`src/sv/sfr_pkg.sv`:
```
// ----------------------------------------------------------------------------
// sfr_pkg
// Constants, types and codes shared by the serial frame receiver modules.
// ----------------------------------------------------------------------------
package sfr_pkg;

    localparam int PAYLOAD_BYTES = 18;
    localparam int POS_W         = $clog2(PAYLOAD_BYTES + 2);
    localparam int IDX_W         = $clog2(PAYLOAD_BYTES);
    localparam int BYTE_INDEX_W  = 5;
    localparam int CFG_IDX_W     = 2;

    localparam logic [7:0] START_BYTE = 8'hFF;
    localparam logic [7:0] END_BYTE   = 8'hFE;
    localparam logic [7:0] ERROR_MARK = 8'h40;

    localparam logic [7:0] TYPE_FIRST_RST  = 8'h0B;
    localparam logic [7:0] TYPE_SECOND_RST = 8'h01;

    // configuration register indexes
    localparam logic [CFG_IDX_W-1:0] REG_TYPE_FIRST  = CFG_IDX_W'(0);
    localparam logic [CFG_IDX_W-1:0] REG_TYPE_SECOND = CFG_IDX_W'(1);

    typedef enum logic [2:0] {
        S_IDLE = 3'b001,
        S_LOAD = 3'b010,
        S_SHOW = 3'b100
    } t_state;

    // controller -> datapath
    typedef struct packed {
        logic             step;   // process the byte on the input channel
        logic             load;   // load the output register from the store
        logic [IDX_W-1:0] idx;    // store entry to load
    } t_cmd;

    // datapath -> controller
    typedef struct packed {
        logic deliver;            // input byte closes a frame
    } t_status;

endpackage

```
`src/sv/sfr_if.sv`:
```
// ----------------------------------------------------------------------------
// sfr_if
// Valid/ready channels of the serial frame receiver: input, output, config.
// ----------------------------------------------------------------------------
interface sfr_in_if;
    logic       valid;
    logic       ready;
    logic [7:0] rx_byte;
    logic       parity_error;

    modport source (output valid, output rx_byte, output parity_error, input ready);
    modport sink   (input valid, input rx_byte, input parity_error, output ready);
endinterface

interface sfr_out_if;
    logic       valid;
    logic       ready;
    logic [7:0] data_byte;
    logic [4:0] byte_index;
    logic       last_byte;
    logic       frame_error;

    modport source (output valid, output data_byte, output byte_index,
                    output last_byte, output frame_error, input ready);
    modport sink   (input valid, input data_byte, input byte_index,
                    input last_byte, input frame_error, output ready);
endinterface

interface sfr_cfg_if;
    logic       valid;
    logic       ready;
    logic [1:0] index;
    logic [7:0] data;

    modport source (output valid, output index, output data, input ready);
    modport sink   (input valid, input index, input data, output ready);
endinterface

```
`src/sv/sfr_datapath.sv`:
```
// ----------------------------------------------------------------------------
// sfr_datapath
// Frame state (position, sum, error, previous byte), payload store,
// type code registers and the output register.
// ----------------------------------------------------------------------------
module sfr_datapath
    import sfr_pkg::*;
(
    input  logic                    i_clk,
    input  logic                    i_rst_n,
    input  t_cmd                    i_cmd,
    output t_status                 o_status,
    input  logic [7:0]              i_rx_byte,
    input  logic                    i_parity_error,
    input  logic                    i_cfg_we,
    input  logic [CFG_IDX_W-1:0]    i_cfg_index,
    input  logic [7:0]              i_cfg_data,
    output logic [7:0]              o_data_byte,
    output logic [BYTE_INDEX_W-1:0] o_byte_index,
    output logic                    o_last_byte,
    output logic                    o_frame_error
);

    logic [POS_W-1:0] r_pos, n_pos;
    logic [7:0]       r_sum, n_sum;
    logic             r_err, n_err;
    logic [7:0]       r_prev;
    logic [7:0]       r_type_first, r_type_second;
    logic [7:0]       r_store [PAYLOAD_BYTES];
    logic             store_we;

    logic [7:0]              r_data;
    logic [BYTE_INDEX_W-1:0] r_index;
    logic                    r_last;

    logic at_sum_slot, at_end_slot, start_pair, type_bad;

    assign at_sum_slot = (r_pos == POS_W'(PAYLOAD_BYTES));
    assign at_end_slot = (r_pos == POS_W'(PAYLOAD_BYTES + 1));
    assign start_pair  = (r_prev == START_BYTE) && (i_rx_byte == START_BYTE);
    // entry 1 holds the type byte
    assign type_bad    = (r_store[1] != r_type_first) && (r_store[1] != r_type_second);

    assign o_status.deliver = at_end_slot && (i_rx_byte == END_BYTE);

    always_comb begin
        n_pos    = r_pos;
        n_sum    = r_sum;
        n_err    = r_err | i_parity_error;
        store_we = 1'b0;
        if (at_sum_slot) begin
            if (i_rx_byte != r_sum) begin
                n_err = 1'b1;
            end
            n_pos = r_pos + POS_W'(1);
        end else if (start_pair) begin
            n_pos = '0;
            n_sum = '0;
            n_err = 1'b0;
        end else if (at_end_slot) begin
            if (type_bad) begin
                n_err = 1'b1;
            end
            if (i_rx_byte == END_BYTE) begin
                n_pos = '0;
            end
        end else if (r_pos < POS_W'(PAYLOAD_BYTES)) begin
            store_we = 1'b1;
            n_sum    = r_sum + i_rx_byte;
            n_pos    = r_pos + POS_W'(1);
        end
    end

    always_ff @(posedge i_clk) begin
        if (!i_rst_n) begin
            r_pos  <= '0;
            r_sum  <= '0;
            r_err  <= 1'b0;
            r_prev <= '0;
        end else if (i_cmd.step) begin
            r_pos  <= n_pos;
            r_sum  <= n_sum;
            r_err  <= n_err;
            r_prev <= i_rx_byte;
        end
    end

    always_ff @(posedge i_clk) begin
        if (!i_rst_n) begin
            r_type_first  <= TYPE_FIRST_RST;
            r_type_second <= TYPE_SECOND_RST;
        end else if (i_cfg_we) begin
            if (i_cfg_index == REG_TYPE_FIRST) begin
                r_type_first <= i_cfg_data;
            end
            if (i_cfg_index == REG_TYPE_SECOND) begin
                r_type_second <= i_cfg_data;
            end
        end
    end

    always_ff @(posedge i_clk) begin
        if (i_cmd.step && store_we) begin
            r_store[r_pos[IDX_W-1:0]] <= i_rx_byte;
        end
    end

    // output register; the error mark goes on the type byte only
    always_ff @(posedge i_clk) begin
        if (i_cmd.load) begin
            r_data  <= r_store[i_cmd.idx] |
                       (((i_cmd.idx == IDX_W'(1)) && r_err) ? ERROR_MARK : 8'h00);
            r_index <= BYTE_INDEX_W'(i_cmd.idx);
            r_last  <= (i_cmd.idx == IDX_W'(PAYLOAD_BYTES - 1));
        end
    end

    assign o_data_byte   = r_data;
    assign o_byte_index  = r_index;
    assign o_last_byte   = r_last;
    assign o_frame_error = r_err;

endmodule

```
`src/sv/sfr_controller.sv`:
```
// ----------------------------------------------------------------------------
// sfr_controller
// Accepts bytes while idle and drains the payload one item per handshake
// after a frame closes.
// ----------------------------------------------------------------------------
module sfr_controller
    import sfr_pkg::*;
(
    input  logic    i_clk,
    input  logic    i_rst_n,
    input  logic    i_in_valid,
    output logic    o_in_ready,
    output logic    o_out_valid,
    input  logic    i_out_ready,
    input  t_status i_status,
    output t_cmd    o_cmd
);

    t_state           r_state, n_state;
    logic [IDX_W-1:0] r_idx, n_idx;
    logic             step, load, idx_last;

    assign o_in_ready  = (r_state == S_IDLE);
    assign o_out_valid = (r_state == S_SHOW);
    assign step        = i_in_valid && (r_state == S_IDLE);
    assign idx_last    = (r_idx == IDX_W'(PAYLOAD_BYTES - 1));

    always_comb begin
        n_state = r_state;
        n_idx   = r_idx;
        load    = 1'b0;
        case (r_state)
            S_IDLE: begin
                if (step && i_status.deliver) begin
                    n_state = S_LOAD;
                    n_idx   = '0;
                end
            end
            S_LOAD: begin
                load    = 1'b1;
                n_state = S_SHOW;
            end
            S_SHOW: begin
                if (i_out_ready) begin
                    if (idx_last) begin
                        n_state = S_IDLE;
                    end else begin
                        n_idx = r_idx + IDX_W'(1);
                        load  = 1'b1;
                    end
                end
            end
            default: begin
                n_state = S_IDLE;
            end
        endcase
    end

    assign o_cmd.step = step;
    assign o_cmd.load = load;
    assign o_cmd.idx  = n_idx;

    always_ff @(posedge i_clk) begin
        if (!i_rst_n) begin
            r_state <= S_IDLE;
            r_idx   <= '0;
        end else begin
            r_state <= n_state;
            r_idx   <= n_idx;
        end
    end

    a_no_overlap: assert property (@(posedge i_clk) disable iff (!i_rst_n)
        !(o_in_ready && o_out_valid))
        else $error("input accepted while draining");

    a_drain_start: assert property (@(posedge i_clk) disable iff (!i_rst_n)
        (step && i_status.deliver) |=> (r_state == S_LOAD) && (r_idx == '0))
        else $error("drain did not start at entry zero");

    a_drain_end: assert property (@(posedge i_clk) disable iff (!i_rst_n)
        (o_out_valid && i_out_ready && idx_last) |=> o_in_ready)
        else $error("not idle after last item");

    a_hold_idx: assert property (@(posedge i_clk) disable iff (!i_rst_n)
        (o_out_valid && !i_out_ready) |=> o_out_valid && $stable(r_idx))
        else $error("drain index moved while stalled");

endmodule

```
`src/sv/serial_frame_receiver.sv`:
```
// ----------------------------------------------------------------------------
// serial_frame_receiver
// Framed serial byte receiver with checksum, type and parity checking.
//
// i_in takes one received byte with its parity error flag per item. A frame
// is a 0xFF 0xFF start pair, 18 payload bytes, a checksum byte (8-bit sum of
// the payload) and a 0xFE end byte. On the end byte, o_out delivers the 18
// payload bytes as items with byte_index 0..17, last_byte on the final one;
// frame_error and bit 6 of byte 1 flag a parity, checksum or type fault.
// i_cfg writes the two accepted type codes (index 0 and 1); it is always
// ready and is meant to be written while the block is idle.
// Input bytes are accepted back to back while idle. After the end byte the
// controller passes through S_LOAD to load the output register, then shows
// one item per cycle while o_out is ready; i_in is held not ready during
// the drain. A stall on o_out holds the current item and the drain index.
// Synchronous reset clears position, sum, error and previous byte, and sets
// the type codes to 0x0B and 0x01.
// ----------------------------------------------------------------------------
module serial_frame_receiver
    import sfr_pkg::*;
(
    input  logic i_clk,
    input  logic i_rst_n,
    sfr_in_if.sink    i_in,
    sfr_out_if.source o_out,
    sfr_cfg_if.sink   i_cfg
);

    t_cmd    cmd;
    t_status status;

    assign i_cfg.ready = 1'b1;

    sfr_controller u_ctrl (
        .i_clk       (i_clk),
        .i_rst_n     (i_rst_n),
        .i_in_valid  (i_in.valid),
        .o_in_ready  (i_in.ready),
        .o_out_valid (o_out.valid),
        .i_out_ready (o_out.ready),
        .i_status    (status),
        .o_cmd       (cmd)
    );

    sfr_datapath u_dp (
        .i_clk          (i_clk),
        .i_rst_n        (i_rst_n),
        .i_cmd          (cmd),
        .o_status       (status),
        .i_rx_byte      (i_in.rx_byte),
        .i_parity_error (i_in.parity_error),
        .i_cfg_we       (i_cfg.valid),
        .i_cfg_index    (i_cfg.index),
        .i_cfg_data     (i_cfg.data),
        .o_data_byte    (o_out.data_byte),
        .o_byte_index   (o_out.byte_index),
        .o_last_byte    (o_out.last_byte),
        .o_frame_error  (o_out.frame_error)
    );

endmodule
```
`src/flat_wrapper.sv`:
```
// flat-port wrapper written by rule: the top's interface ports become plain ports
module serial_frame_receiver_flat import sfr_pkg::*;
  (i_clk, i_rst_n, i_in_valid, i_in_rx_byte, i_in_parity_error, i_in_ready, o_out_valid, o_out_data_byte, o_out_byte_index, o_out_last_byte, o_out_frame_error, o_out_ready, i_cfg_valid, i_cfg_index, i_cfg_data, i_cfg_ready);
  sfr_in_if i_in_i ();
  sfr_out_if o_out_i ();
  sfr_cfg_if i_cfg_i ();
  input  logic i_clk;
  input  logic i_rst_n;
  input wire logic [$bits(i_in_i.valid)-1:0] i_in_valid;
  input wire logic [$bits(i_in_i.rx_byte)-1:0] i_in_rx_byte;
  input wire logic [$bits(i_in_i.parity_error)-1:0] i_in_parity_error;
  output wire logic [$bits(i_in_i.ready)-1:0] i_in_ready;
  output wire logic [$bits(o_out_i.valid)-1:0] o_out_valid;
  output wire logic [$bits(o_out_i.data_byte)-1:0] o_out_data_byte;
  output wire logic [$bits(o_out_i.byte_index)-1:0] o_out_byte_index;
  output wire logic [$bits(o_out_i.last_byte)-1:0] o_out_last_byte;
  output wire logic [$bits(o_out_i.frame_error)-1:0] o_out_frame_error;
  input wire logic [$bits(o_out_i.ready)-1:0] o_out_ready;
  input wire logic [$bits(i_cfg_i.valid)-1:0] i_cfg_valid;
  input wire logic [$bits(i_cfg_i.index)-1:0] i_cfg_index;
  input wire logic [$bits(i_cfg_i.data)-1:0] i_cfg_data;
  output wire logic [$bits(i_cfg_i.ready)-1:0] i_cfg_ready;
  assign i_in_i.valid = i_in_valid;
  assign i_in_i.rx_byte = i_in_rx_byte;
  assign i_in_i.parity_error = i_in_parity_error;
  assign i_in_ready = i_in_i.ready;
  assign o_out_valid = o_out_i.valid;
  assign o_out_data_byte = o_out_i.data_byte;
  assign o_out_byte_index = o_out_i.byte_index;
  assign o_out_last_byte = o_out_i.last_byte;
  assign o_out_frame_error = o_out_i.frame_error;
  assign o_out_i.ready = o_out_ready;
  assign i_cfg_i.valid = i_cfg_valid;
  assign i_cfg_i.index = i_cfg_index;
  assign i_cfg_i.data = i_cfg_data;
  assign i_cfg_ready = i_cfg_i.ready;
  serial_frame_receiver u_core (.i_clk(i_clk), .i_rst_n(i_rst_n), .i_in(i_in_i), .o_out(o_out_i), .i_cfg(i_cfg_i));
endmodule
```
`config.mk`:
```
export PLATFORM = sky130hd
export DESIGN_NAME = serial_frame_receiver_flat
export DESIGN_NICKNAME = d
export VERILOG_FILES = /design/src/sv/sfr_pkg.sv /design/src/sv/sfr_if.sv /design/src/sv/sfr_datapath.sv /design/src/sv/sfr_controller.sv /design/src/sv/serial_frame_receiver.sv /design/src/flat_wrapper.sv
export SDC_FILE = /design/constraint.sdc
export NUM_CORES = 1
export LEC_CHECK = 0
export ABC_AREA = 0
export BUFFER_PORTS_ARGS = -buffer_cell sky130_fd_sc_hd__buf_2
export CAP_MARGIN = 0
export CORE_ASPECT_RATIO = 0.5
export CORE_MARGIN = 3
export CORE_UTILIZATION = 48
export CTS_BUF_LIST = sky130_fd_sc_hd__clkbuf_16
export DETAILED_ROUTE_END_ITERATION = 16
export GPL_TIMING_DRIVEN = 0
export PLACE_DENSITY = 0.63
export SYNTH_ARGS = -nofsm -noshare
export SYNTH_HDL_FRONTEND = slang
export SYNTH_HIERARCHICAL = 1
export SYNTH_SLANG_ARGS = --single-unit
```
`constraint.sdc`:
```
create_clock -name i_clk -period 4.6 [get_ports i_clk]
set_input_delay 0.92 -clock i_clk [delete_from_list [all_inputs] [get_ports i_clk]]
set_output_delay 0.92 -clock i_clk [all_outputs]
set_load 0.005 [all_outputs]
```
==> results.md <==
* Chip Height at 101 um
* CP Max Fanout at 21
* Number of synthesis warnings at 6
* Final nets at 656
* RD Place Congestion at 0.788
* Post-route cell area at 9780 um2
* GRT overflow at 0
* Hold WC Path Type: flip-flop to flip-flop
* Avg WL per Cell at 21.1 um
* Placed insts at 831
* Rel. slew slack at 37.2%
* Ports at 42
* I/O Buffers at 40
* Final worst slack at 263 ps
* FF-to-FF path depth at 15
* Area contributors post-synth: edfxtp_1 (54%), dfxtp_1 (11%), mux4_2 (7.0%)
* Global-route wire length before repair at 28400 um
* Cell taking the most area after synthesis: edfxtp_1
* Iteration-0 DRC Markers at 415
* Synth Net Count at 595
* Critical path type: input pin to flip-flop
* M1 GR Usage at 27.3%
* Leakage at 3.33 nW
* N_diodes at 0
* Most frequent cell after synthesis: edfxtp_1
* Layout cells sized above 1 at 20.6%
* CTS tree: yes
* Final Cycle Share at 94.3%
* Worst Skew at 11.4 ps
* Total CTS buffers at 19
* Hold_ws at 468 ps
* Achievable Freq at 231 MHz
* Unique cell type count in the Yosys netlist at 62
* Final core utilization at 55.5%
* Die X at 197 um
* Final setup viols at 0
* Via count at 4953
* Core Rows at 34
* Die footprint at 19900 um2
* Clk sink count at 204
* Req. time, crit path at 4840 ps
* Final Max Tran Viols at 0
* Largest net degree at the start of global routing at 24
* CP Capture Type: flip-flop
* Setup TNS at 0 ps
* Vias per cell at 5.73
* Vias in the first global route at 4862
* Crit path DAT at 4570 ps
* Routed wire length at 18200 um
* Number of synthesized flops with an enable pin at 158
* Commonest cells post-synth: edfxtp_1 (158), nor2_1 (47), dfxtp_1 (46), mux2i_1 (35), mux4_2 (27)
* Aggregate global-route resource usage at 18.8%
* DP Area at 9220 um2
* Post-synthesis sequential area ratio at 64.9%
* RSZ-0062 raised after global routing: no
* Post-synthesis async set-or-reset flop share at 0%
* Drc violations at 0
* Min Tclk post-route at 4340 ps
* Core area at 17600 um2
* Worst-margin pin slew at 939 ps
* Area grow syn2layout at 12.1%
* Syn Inst Count at 557
* Post-synth top area share at 54.4%
* Met2 usage at 28.5%
* Peak supply drop at 0.226 mV
* HPWL Detailed at 12200 um
* Most common flop cell mapped by yosys: edfxtp_1
* Pwr/cell area at 372 nW/um2
* Antenna violations before repair at 0
* # fillers at 1430
* Cell Count, Final, Fillers Out at 864
* Max H-tree Level at 1
* Drt first pass iters at 6
* Max Cap Viol at 0
* Total power at 3.64 mW
* Pre-CTS WS at -478 ps
* GRT met3 Usage at 5.62%
* Root Driver: clkbuf_16
* Hold Vio Cnt, Final at 0
* Grt peak-use layer: met2
* Startpoint Class: input pin
* Post-CTS Setup Bufs at 0
* Clk buf depth at 3
* CTS clock-pin slew for the worst setup and hold paths at 60 ps
* Syn Area/Cell at 15.7 um2
* Hold Path Cell Cnt at 1
* Final ANT Viol Nets at 0
* Post-Synthesis Cell Area at 8720 um2
* Yosys reg bits at 204
* Starting Density at 49.5%
* Worst skew pair latency at 490 ps
* Status: complete, no violations
## report_power, final
group          total (mW)  internal [mW]  leakage [nW]  switching, mW
Clock                1.40          0.753         0.276          0.651
Combinational       0.203         0.0814          1.26          0.122
Sequential           2.03           2.01          1.80         0.0194
## sequential cells by signal, summed over array words and instances (netlist names)
signal,count
u_core/u_ctrl/r_state,3
u_core/u_ctrl/r_idx,5
u_core/u_dp/o_last_byte,1
u_core/u_dp/r_type_second,8
u_core/u_dp/o_frame_error,1
u_core/u_dp/r_pos,5
u_core/u_dp/r_prev,8
u_core/u_dp/r_sum,8
u_core/u_dp/o_byte_index,5
u_core/u_dp/r_store,144
u_core/u_dp/o_data_byte,8
u_core/u_dp/r_type_first,8
## final timing paths
kind,startpoint,endpoint,slack [ps]
max,i_in_rx_byte[4],u_core/u_dp/o_data_byte[1],260
min reg2reg,u_core/u_dp/r_sum[3],u_core/u_dp/r_sum[3],470
max reg2reg,u_core/u_dp/r_pos[2],u_core/u_dp/o_data_byte[1],330
min,u_core/u_dp/r_sum[3],u_core/u_dp/r_sum[3],470
## what timing repair did
action,in CTS,in global routing
endpoints found under the setup margin,1,8
hold buffers,0,0
pin swaps,0,0
resized for setup,1,8
endpoints found under the hold margin,0,0
cloned,0,0
## layer usage
metal	wire length, um	vias up	share of wire, %
met5	0	-	0
li1	-	2287	-
met2	7920	133	44
met3	1230	26	6.7
met4	331	0	1.8
met1	8730	2507	48
## placed cells by master (no fill, tap or decap), drive strengths merged, types with 2 or more instances in the layout
master      n
nand2      19
dfxtp      46
a221o       8
nor2       47
o211ai      3
nand2b      4
clkinvlp    2
a32o        3
and2        8
mux2       15
nand4bb     3
nand3b      3
a31oi       2
nor2b       3
or3         4
xnor2       6
o2bb2ai     4
nor3b       5
nand3      15
nor3       11
nand4       3
buf        50
ha         13
clkinv      7
inv        15
nor4b       3
nor4        6
a21oi      15
xor2       18
mux4       33
a211o       2
o21ai       6
clkbuf     35
mux2i      35
edfxtp    158
a21o        2
## worst max-delay path: stages
cell      delay [ps]
clkbuf_4         290
nand4_1          150
nor2_2           280
and2_1           300
nand4b_1         270
nor2_2           290
nor2_1            90
mux2_2           300
buf_6            150
buf_12           150
buf_2            240
mux4_2           500
mux2i_1          260
nor3_1            80
a221o_1          280
## cells by family after synthesis
| group | count (synthesis) | share of synthesized area [%] |
|---|---|---|
| buf+inv | 36 | 2.09 |
| mux | 83 | 14.7 |
| flops | 204 | 64.9 |
| other cells | 1 | 0.0430 |
| fa+ha+maj | 14 | 2.09 |
| xor+xnor | 24 | 2.41 |
| compound gates | 56 | 4.88 |
| simple gates | 139 | 8.82 |
## area by class of cell
cell class / instances / area (um2) / share of cell area [%]
clock buffer: 19 / 475 / 4.86
clock inverter: 14 / 67.6 / 0.691
timing repair buffer: 40 / 218 / 2.23
buffer: 26 / 145 / 1.48
tap: 234 / 293 / 2.99
inverter: 10 / 37.5 / 0.384
multi-input combinational: 317 / 2880 / 29.5
sequential: 204 / 5670 / 57.9
Note: power is estimated with default switching activity, not from simulation.
